`src/rtl/u8n1_pkg.sv`:
```
package u8n1_pkg;

    localparam int COUNT_WIDTH = 16;
    localparam int BAUD_WIDTH  = 16;
    localparam int CMP_WIDTH   = (COUNT_WIDTH > BAUD_WIDTH) ? COUNT_WIDTH : BAUD_WIDTH;
    localparam int IDX_WIDTH   = 4;

    localparam logic [BAUD_WIDTH-1:0] BAUD_RESET    = 16'd16;
    localparam logic [IDX_WIDTH-1:0]  FRAME_BITS    = 4'd10;
    localparam logic [IDX_WIDTH-1:0]  LAST_DATA_BIT = 4'd9;
    localparam logic [7:0]            TX_IDLE_SHIFT = 8'hFF;

    localparam logic [1:0] STAT_IDLE = 2'd0;
    localparam logic [1:0] STAT_BUSY = 2'd1;
    localparam logic [1:0] STAT_DONE = 2'd2;

    typedef logic [COUNT_WIDTH-1:0] count_t;
    typedef logic [IDX_WIDTH-1:0]   bit_idx_t;

    typedef struct packed {
        logic       rx_level;
        logic       start_send;
        logic [7:0] send_byte;
    } in_item_t;

    typedef struct packed {
        logic [1:0] rx_status;
        logic [7:0] rx_data;
        logic       tx_level;
        logic [1:0] tx_status;
    } out_item_t;

    typedef struct packed {
        logic [1:0] status;
        logic [7:0] data;
    } rx_result_t;

    typedef struct packed {
        logic       level;
        logic [1:0] status;
    } tx_result_t;

    // True when the incremented tick count closes a bit period
    function automatic logic period_end(input count_t cnt, input logic [BAUD_WIDTH-1:0] limit);
        period_end = CMP_WIDTH'(cnt) >= CMP_WIDTH'(limit);
    endfunction

endpackage

```
`src/rtl/uart_8n1_transceiver.sv`:
```
// Channel   Direction  Handshake          Payload
// s_        in         s_valid / s_ready  u8n1_pkg::in_item_t  (one UART clock tick)
// m_        out        m_valid / m_ready  u8n1_pkg::out_item_t (status of that tick)
// cfg_      in         cfg_wr_en          cfg_wr_data = ticks per bit period
//
// One tick is taken per cycle while s_ready is high; its result shows in the output register in the next cycle.
// Receiver and transmitter state advance only on an input transfer, in a single pass.
// s_ready is low only while a result sits in the output register and m_ready is low.
// aresetn is synchronous, active low; it clears both units and sets ticks per bit to 16.
module uart_8n1_transceiver (
    input  logic                             aclk,
    input  logic                             aresetn,
    input  logic                             s_valid,
    output logic                             s_ready,
    input  u8n1_pkg::in_item_t               s_item,
    output logic                             m_valid,
    input  logic                             m_ready,
    output u8n1_pkg::out_item_t              m_item,
    input  logic                             cfg_wr_en,
    input  logic [u8n1_pkg::BAUD_WIDTH-1:0]  cfg_wr_data
);

    logic [u8n1_pkg::BAUD_WIDTH-1:0] baud_reg;
    logic                            m_valid_reg;
    u8n1_pkg::out_item_t             m_item_reg;
    logic                            accept;
    u8n1_pkg::rx_result_t            rx_res;
    u8n1_pkg::tx_result_t            tx_res;

    assign s_ready = !m_valid_reg || m_ready;
    assign accept  = s_valid && s_ready;
    assign m_valid = m_valid_reg;
    assign m_item  = m_item_reg;

    u8n1_rx u_rx (
        .aclk       (aclk),
        .aresetn    (aresetn),
        .en         (accept),
        .rx_level   (s_item.rx_level),
        .bit_ticks  (baud_reg),
        .result     (rx_res)
    );

    u8n1_tx u_tx (
        .aclk       (aclk),
        .aresetn    (aresetn),
        .en         (accept),
        .start_send (s_item.start_send),
        .send_byte  (s_item.send_byte),
        .bit_ticks  (baud_reg),
        .result     (tx_res)
    );

    always_ff @(posedge aclk) begin
        if (!aresetn) begin
            baud_reg    <= u8n1_pkg::BAUD_RESET;
            m_valid_reg <= 1'b0;
        end else begin
            if (cfg_wr_en) begin
                baud_reg <= cfg_wr_data;
            end
            if (accept) begin
                m_valid_reg <= 1'b1;
            end else if (m_ready) begin
                m_valid_reg <= 1'b0;
            end
        end
    end

    always_ff @(posedge aclk) begin
        if (accept) begin
            m_item_reg.rx_status <= rx_res.status;
            m_item_reg.rx_data   <= rx_res.data;
            m_item_reg.tx_level  <= tx_res.level;
            m_item_reg.tx_status <= tx_res.status;
        end
    end

`ifndef SYNTH
    a_accept_fills: assert property (@(posedge aclk) disable iff (!aresetn)
        accept |=> m_valid_reg)
        else $error("transfer accepted but no result registered");

    a_rx_data_zero: assert property (@(posedge aclk) disable iff (!aresetn)
        m_valid_reg && m_item_reg.rx_status != u8n1_pkg::STAT_DONE |->
        m_item_reg.rx_data == 8'd0)
        else $error("rx_data nonzero without a completed byte");

    a_tx_idle_high: assert property (@(posedge aclk) disable iff (!aresetn)
        m_valid_reg && (m_item_reg.tx_status == u8n1_pkg::STAT_IDLE ||
                        m_item_reg.tx_status == u8n1_pkg::STAT_DONE) |->
        m_item_reg.tx_level)
        else $error("transmit line low while transmitter idle or finishing");

    a_status_range: assert property (@(posedge aclk) disable iff (!aresetn)
        m_valid_reg |-> m_item_reg.rx_status != 2'd3 && m_item_reg.tx_status != 2'd3)
        else $error("undefined status code in result");
`endif

endmodule

```
`src/rtl/u8n1_rx.sv`:
```
module u8n1_rx (
    input  logic                             aclk,
    input  logic                             aresetn,
    input  logic                             en,
    input  logic                             rx_level,
    input  logic [u8n1_pkg::BAUD_WIDTH-1:0]  bit_ticks,
    output u8n1_pkg::rx_result_t             result
);

    logic                busy_reg,  busy_next;
    u8n1_pkg::count_t    cnt_reg,   cnt_next;
    u8n1_pkg::bit_idx_t  idx_reg,   idx_next;
    logic [7:0]          shift_reg, shift_next;

    u8n1_pkg::count_t    cnt_inc;
    u8n1_pkg::bit_idx_t  idx_inc;
    logic [2:0]          dbit;
    logic [u8n1_pkg::BAUD_WIDTH-1:0] half_limit;

    function automatic logic CMP_EQ(input u8n1_pkg::count_t a,
                                    input logic [u8n1_pkg::BAUD_WIDTH-1:0] b);
        CMP_EQ = u8n1_pkg::CMP_WIDTH'(a) == u8n1_pkg::CMP_WIDTH'(b);
    endfunction

    assign cnt_inc    = u8n1_pkg::COUNT_WIDTH'(cnt_reg + 1'b1);
    assign idx_inc    = u8n1_pkg::IDX_WIDTH'(idx_reg + 1'b1);
    assign dbit       = 3'(idx_reg - 1'b1);
    assign half_limit = bit_ticks >> 1;

    always_comb begin
        busy_next     = busy_reg;
        cnt_next      = cnt_reg;
        idx_next      = idx_reg;
        shift_next    = shift_reg;
        result.status = u8n1_pkg::STAT_IDLE;
        result.data   = 8'd0;
        // a low line on an idle receiver already counts as the first start-bit tick
        if (busy_reg || !rx_level) begin
            busy_next     = 1'b1;
            result.status = u8n1_pkg::STAT_BUSY;
            if (u8n1_pkg::period_end(cnt_inc, bit_ticks)) begin
                cnt_next = '0;
                idx_next = idx_inc;
                if (idx_inc == u8n1_pkg::FRAME_BITS) begin
                    result.data   = shift_reg;
                    result.status = u8n1_pkg::STAT_DONE;
                    idx_next      = '0;
                    shift_next    = 8'd0;
                    busy_next     = 1'b0;
                end
            end else begin
                cnt_next = cnt_inc;
                if (idx_reg != '0 && idx_reg < u8n1_pkg::LAST_DATA_BIT &&
                    CMP_EQ(cnt_inc, half_limit)) begin
                    shift_next[dbit] = shift_reg[dbit] | rx_level;
                end
            end
        end
    end

    always_ff @(posedge aclk) begin
        if (!aresetn) begin
            busy_reg  <= 1'b0;
            cnt_reg   <= '0;
            idx_reg   <= '0;
            shift_reg <= 8'd0;
        end else if (en) begin
            busy_reg  <= busy_next;
            cnt_reg   <= cnt_next;
            idx_reg   <= idx_next;
            shift_reg <= shift_next;
        end
    end

endmodule

```
`src/rtl/u8n1_tx.sv`:
```
module u8n1_tx (
    input  logic                             aclk,
    input  logic                             aresetn,
    input  logic                             en,
    input  logic                             start_send,
    input  logic [7:0]                       send_byte,
    input  logic [u8n1_pkg::BAUD_WIDTH-1:0]  bit_ticks,
    output u8n1_pkg::tx_result_t             result
);

    logic                busy_reg,  busy_next;
    u8n1_pkg::count_t    cnt_reg,   cnt_next;
    u8n1_pkg::bit_idx_t  idx_reg,   idx_next;
    logic [7:0]          shift_reg, shift_next;
    logic                line_reg,  line_next;

    u8n1_pkg::count_t    cnt_inc;
    u8n1_pkg::bit_idx_t  idx_inc;
    logic [2:0]          dbit;

    assign cnt_inc = u8n1_pkg::COUNT_WIDTH'(cnt_reg + 1'b1);
    assign idx_inc = u8n1_pkg::IDX_WIDTH'(idx_reg + 1'b1);
    assign dbit    = 3'(idx_reg - 1'b1);

    always_comb begin
        busy_next     = busy_reg;
        cnt_next      = cnt_reg;
        idx_next      = idx_reg;
        shift_next    = shift_reg;
        line_next     = line_reg;
        result.status = u8n1_pkg::STAT_IDLE;
        if (!busy_reg) begin
            if (start_send) begin
                busy_next  = 1'b1;
                shift_next = send_byte;
            end else begin
                line_next = 1'b1;
            end
        end
        if (busy_next) begin
            result.status = u8n1_pkg::STAT_BUSY;
            if (u8n1_pkg::period_end(cnt_inc, bit_ticks)) begin
                // hold the line level on the tick that closes a bit period
                cnt_next = '0;
                idx_next = idx_inc;
                if (idx_inc == u8n1_pkg::FRAME_BITS) begin
                    busy_next     = 1'b0;
                    idx_next      = '0;
                    shift_next    = u8n1_pkg::TX_IDLE_SHIFT;
                    line_next     = 1'b1;
                    result.status = u8n1_pkg::STAT_DONE;
                end
            end else begin
                cnt_next = cnt_inc;
                if (idx_reg == '0) begin
                    line_next = 1'b0;
                end else if (idx_reg < u8n1_pkg::LAST_DATA_BIT) begin
                    line_next = shift_next[dbit];
                end else begin
                    line_next = 1'b1;
                end
            end
        end
        result.level = line_next;
    end

    always_ff @(posedge aclk) begin
        if (!aresetn) begin
            busy_reg  <= 1'b0;
            cnt_reg   <= '0;
            idx_reg   <= '0;
            shift_reg <= u8n1_pkg::TX_IDLE_SHIFT;
            line_reg  <= 1'b1;
        end else if (en) begin
            busy_reg  <= busy_next;
            cnt_reg   <= cnt_next;
            idx_reg   <= idx_next;
            shift_reg <= shift_next;
            line_reg  <= line_next;
        end
    end

endmodule

```
`config.mk`:
```
export PLATFORM = sky130hd
export DESIGN_NAME = uart_8n1_transceiver
export DESIGN_NICKNAME = d
export VERILOG_FILES = /design/src/rtl/u8n1_pkg.sv /design/src/rtl/uart_8n1_transceiver.sv /design/src/rtl/u8n1_rx.sv /design/src/rtl/u8n1_tx.sv
export SDC_FILE = /design/constraint.sdc
export NUM_CORES = 1
export LEC_CHECK = 0
export BUFFER_PORTS_ARGS = -buffer_cell sky130_fd_sc_hd__buf_2
export CAP_MARGIN = 40
export CORE_ASPECT_RATIO = 2
export CORE_MARGIN = 3
export CORE_UTILIZATION = 65
export CTS_CLUSTER_DIAMETER = 30
export DETAILED_ROUTE_END_ITERATION = 7
export GPL_TIMING_DRIVEN = 0
export PLACE_DENSITY = 0.85
export SETUP_SLACK_MARGIN = 0.5
export SLEW_MARGIN = 10
export SYNTH_ARGS = -nofsm -noshare
export SYNTH_HDL_FRONTEND = slang
export SYNTH_SLANG_ARGS = --single-unit
```
`constraint.sdc`:
```
create_clock -name aclk -period 7.25 [get_ports aclk]
set_clock_uncertainty 0.2 [all_clocks]
set_input_delay 2.175 -clock aclk [delete_from_list [all_inputs] [get_ports aclk]]
set_output_delay 2.175 -clock aclk [all_outputs]
set_load 0.005 [all_outputs]
```
# == Word level (Yosys, flattened, before mapping) ==
# Index checks and enable logic that the tools add are counted.
# totals
out_inout_bits,15
register_bits,89
inputBits,31
elab_cells,94
# op_classes
n_mux,39
add_sub_neg,6
magnitude_cmp,7
reduce_logical,20
bitwise,1
eq_ne,4
# op_table
operator,n
8-bit 2-to-1 mux,8
16-bit by 1-bit adder with 16-bit output (second input constant),2
16-bit greater-or-equal comparator,2
16-bit 2-to-1 mux,2
1-bit 2-to-1 mux,20
16-bit by 15-bit equality test with 1-bit output,1
10-bit 2-to-1 mux,1
9-bit 2-to-1 mux,1
3-bit AND reduction,3
4-bit by 1-bit adder with 4-bit output (second input constant),2
8-bit bitwise mux,1
4-bit equality test (second input constant),2
3-bit by 4-bit < comparator with 1-bit output (second input constant),2
4-bit < comparator (second input constant),2
4-bit 2-to-1 mux,2
2-bit AND reduction,4
1-bit binary-select mux with 3-bit select,2
3-bit by 1-bit subtractor with 3-bit output (second input constant),2
1-bit logical AND,4
4-bit zero test,1
4-bit AND reduction,1
2-bit nonzero test,2
4-bit nonzero test,1
1-bit demux with 3-bit select,1
6 further kinds,8

# == Longest topological paths before layout ==
# logic_depth
depth_word,8
ltp_mapped,18
mapped_depth_nobuf,15

# == Modules after synthesis ==
# From an unflattened synthesis, not the netlist that was laid out.
# unflattened
cells_unflattened,716
area_unflattened_um2,6003.3
# modules_own_cells
mod,area_per_inst_um2,n_inst,seq_area_each_um2,cells_each
u8n1_rx,2760.1,1,580.6,378
u8n1_tx,2195.9,1,600.6,269
uart_8n1_transceiver,1047.3,1,730.7,69

# == Least setup slack after synthesis ==
# OpenSTA, ideal clock, no wires.
# synth_timing
kind,input -> output
start,input m_ready
end,output s_ready
arrival_time_ps,2332
path_buffers,0
cell_stages,1
path_slack_ps,2543
t_required_ps,4875
cell_sequence,nand2b_1
# synth_between
elab_chain_cells,1
# synth_rtl
element,line,source
from (decl),uart_8n1_transceiver.sv:17,"input logic m_ready,"
1-bit logical OR,uart_8n1_transceiver.sv:30,assign s_ready = !m_valid_reg || m_ready;
to (decl),uart_8n1_transceiver.sv:14,"output logic s_ready,"
# No other way between the ends.

# == Final worst setup path ==
# Ends and elaborated chain as after synthesis.

==> results.md <==
- Status: completed
- Arrival @ worst endpoint: 2550 ps
- WL per Instance: 19.2 um
- Final ANT Viol Nets: 0
- Final setup TNS: 0 ps
- Antenna Cells: 0
- Post-CTS Setup Bufs: 0
- Root buffer cell: clkbuf_16
- Leading cell type in the layout, fill and taps excluded: dfxtp_1
- Critical path class: input pin to primary output
- Synth warn: 0
- Die X: 73.1 um
- RR Startpoint: u_tx.cnt_reg[0]
- Synthesized area per cell: 8.75 sq um
- Die Span Y: 140 um
- Synthesized area: 5860 sq um
- Overall die area: 10300 sq um
- Post-CTS sizing: 0
- Static leakage: 2.65 nW
- Worst Hold Depth: 2
- Dpl ws: 2320 ps
- Inserted Clock Buffers: 9
- Max-slew headroom: 39.2%
- CTS Buffer Depth: 2
- Cell Pwr Density: 174 nW/um^2
- Via-to-Cell Ratio: 6.41
- Post-synthesis cell type count: 76
- CP Launch Point: m_ready
- Layout cells sized above 1: 13.6%
- Final hold vios: 0
- Worst endpoint required time: 4880 ps
- Port bufs: 44
- Total global-route track usage: 32.1%
- Final setup fails: 0
- Io pins: 46
- Most frequent cells in the layout: dfxtp_1, nor2_1, nand2_1
- Fin worst setup slack: 2320 ps
- Drt pass-1 iters: 5
- Worst-Margin Slew: 905 ps
- CTS tree: yes
- Hpwl dp: 12.3 mm
- Global-route wire length before repair: 25.7 mm
- Fillers: 631
- HP Class: register to register
- H-tree lvl count: 3
- Core area: 8710 sq um
- Hold buffers post-CTS: 0
- Synth Instances: 669
- Final nets: 797
- CP endpoint kind: primary output
- WHS: 279 ps
- Fin. max-slew vios: 0
- Worst setup path endpoint: s_ready
- Worst Setup Start Kind: input pin
- Max cap viols: 0
- Row count: 48
- Reg-to-reg slack, setup: 2360 ps
- DRT iter0 DRCs: 291
- Initial antenna violation count: 0
- Tmin final: 4930 ps
- Area delta synth->final: 11.2%
- Starting Density: 67.3%
- Unrepaired setup endpoints after global routing: no
- CTS clk-pin slew, worst paths: 60 ps
- Reg2Reg Depth: 18
- EDFF count, synth: 13
- DR vias: 5323
- Fin util: 74.8%
- Ys flop type: dfxtp_1
- Async S/R FF share, synth: 0%
- Placer Congestion: 1.00
- Fmax: 0.203 GHz
- Max FO, Critical Path: 3
- Reg-to-Reg End: u_tx.cnt_reg[9]
- Worst-skew pair later-pin latency: 350 ps
- Peak VDD IR: 175 uV
- Period utilization: 67.9%
- Total Routed Length: 15.9 mm
- Gr ovfl total: 0
- Synthesized Nets: 741
- Residual DRC count: 0
- CTS sink cnt: 89
- Largest net degree at the start of global routing: 23
- Vias in the first global route: 5526
- Flops & latches, synth: 89
- Sequential area share after synthesis: 32.6%
through the flow:
step | total power, mW | cells | cell area [sq um]
floorplan | 0.616 | 669 | 5860
global placement | 0.656 | 813 | 6200
detailed placement | 0.662 | 814 | 6210
CTS | 1.13 | 830 | 6510
global route | 1.17 | 830 | 6510
finish | 1.14 | 830 | 6510
cell usage after synthesis (3+ instances only):
library cell  instances  area share (%)
dfxtp_1              76              26
nor2_1               63             4.0
nand2_1              58             3.7
ha_1                 41             8.8
a21oi_1              34             2.9
inv_1                32             2.1
nand3_1              31             2.6
o21ai_0              29             2.5
mux2i_1              28             4.8
nor3_1               26             2.2
xnor2_1              26             3.9
xor2_1               19             2.8
clkbuf_1             18             1.2
and2_1               13             1.4
edfxtp_1             13             6.7
a211oi_1             10             1.3
o32a_1                9             1.5
a31oi_1               8            0.85
nand2b_1              8            0.85
nand4_1               7            0.75
nor2b_1               7            0.75
and3_1                6            0.64
a22oi_1               5            0.64
buf_2                 5            0.43
or3_1                 5            0.53
a2111oi_0             4            0.60
a21o_1                4            0.51
mux4_2                4             1.5
o21a_1                4            0.51
o21ai_1               4            0.34
a32o_1                3            0.51
and4_1                3            0.45
buf_6                 3            0.58
nand3b_1              3            0.38
nor3b_1               3            0.38
nor4_1                3            0.32
nor4_4                3             1.1
o211ai_1              3            0.38
or2_2                 3            0.32
final cells by class:
type                            instances  area (sq um)  share of cell area [%]
Timing Repair Buffer                   45           225                    3.46
Inverter                               34           128                    1.96
Buffer                                 30           164                    2.52
Clock buffer                            9           225                    3.46
Sequential cell                        89          1910                    29.4
Clock inverter                          7          77.6                    1.19
Tap cell                              100           125                    1.92
Multi-Input combinational cell        516          3650                    56.1
where the power goes:
part	internal [mW]	total [mW]	leakage [nW]	switching (mW)
clock network	0.270	0.482	0.142	0.212
logic	0.0496	0.124	1.76	0.0744
registers	0.515	0.529	0.746	0.0136
critical path, stage by stage:
cell and delay, ps:
buf_2 90, nand2b_1 150, buf_2 130
logic make-up (layout without fill, tap and decap cells):
logic type                 count (synthesis)  after routing  share of synthesized area (%)
and+or+nand+nor                          257            257                           23.5
AOI/OAI and AO/OA                        136            136                           15.5
DFF                                       89             89                           32.6
buffers and inverters                     64            125                           4.98
xor gates and xnor gates                  48             48                           7.95
adders and majority gates                 42             42                           8.93
muxes                                     33             33                           6.52
worst min-delay path by stage:
stage / start / endpoint
finish: u_rx.shift_reg[7] / u_rx.shift_reg[7]
global route: u_tx.line_reg / u_tx.line_reg
CTS: u_rx.shift_reg[7] / u_rx.shift_reg[7]
detailed placement: u_rx.shift_reg[7] / u_rx.shift_reg[7]
global placement: u_rx.shift_reg[7] / u_rx.shift_reg[7]
floorplan: u_rx.shift_reg[3] / u_rx.shift_reg[3]
routing by layer:
layer  routed length (um)  track usage (%)  vias to the layer above  share of wire, %
li1                     -                -                     2537                 -
met1                 5480             30.3                     2509                34
met2                 8760             59.8                      198                55
met3                  615             4.38                       79               3.9
met4                 1080             22.5                        0               6.8
met5                    0                0                        -                 0
Note: power is estimated with default switching activity, not from simulation.
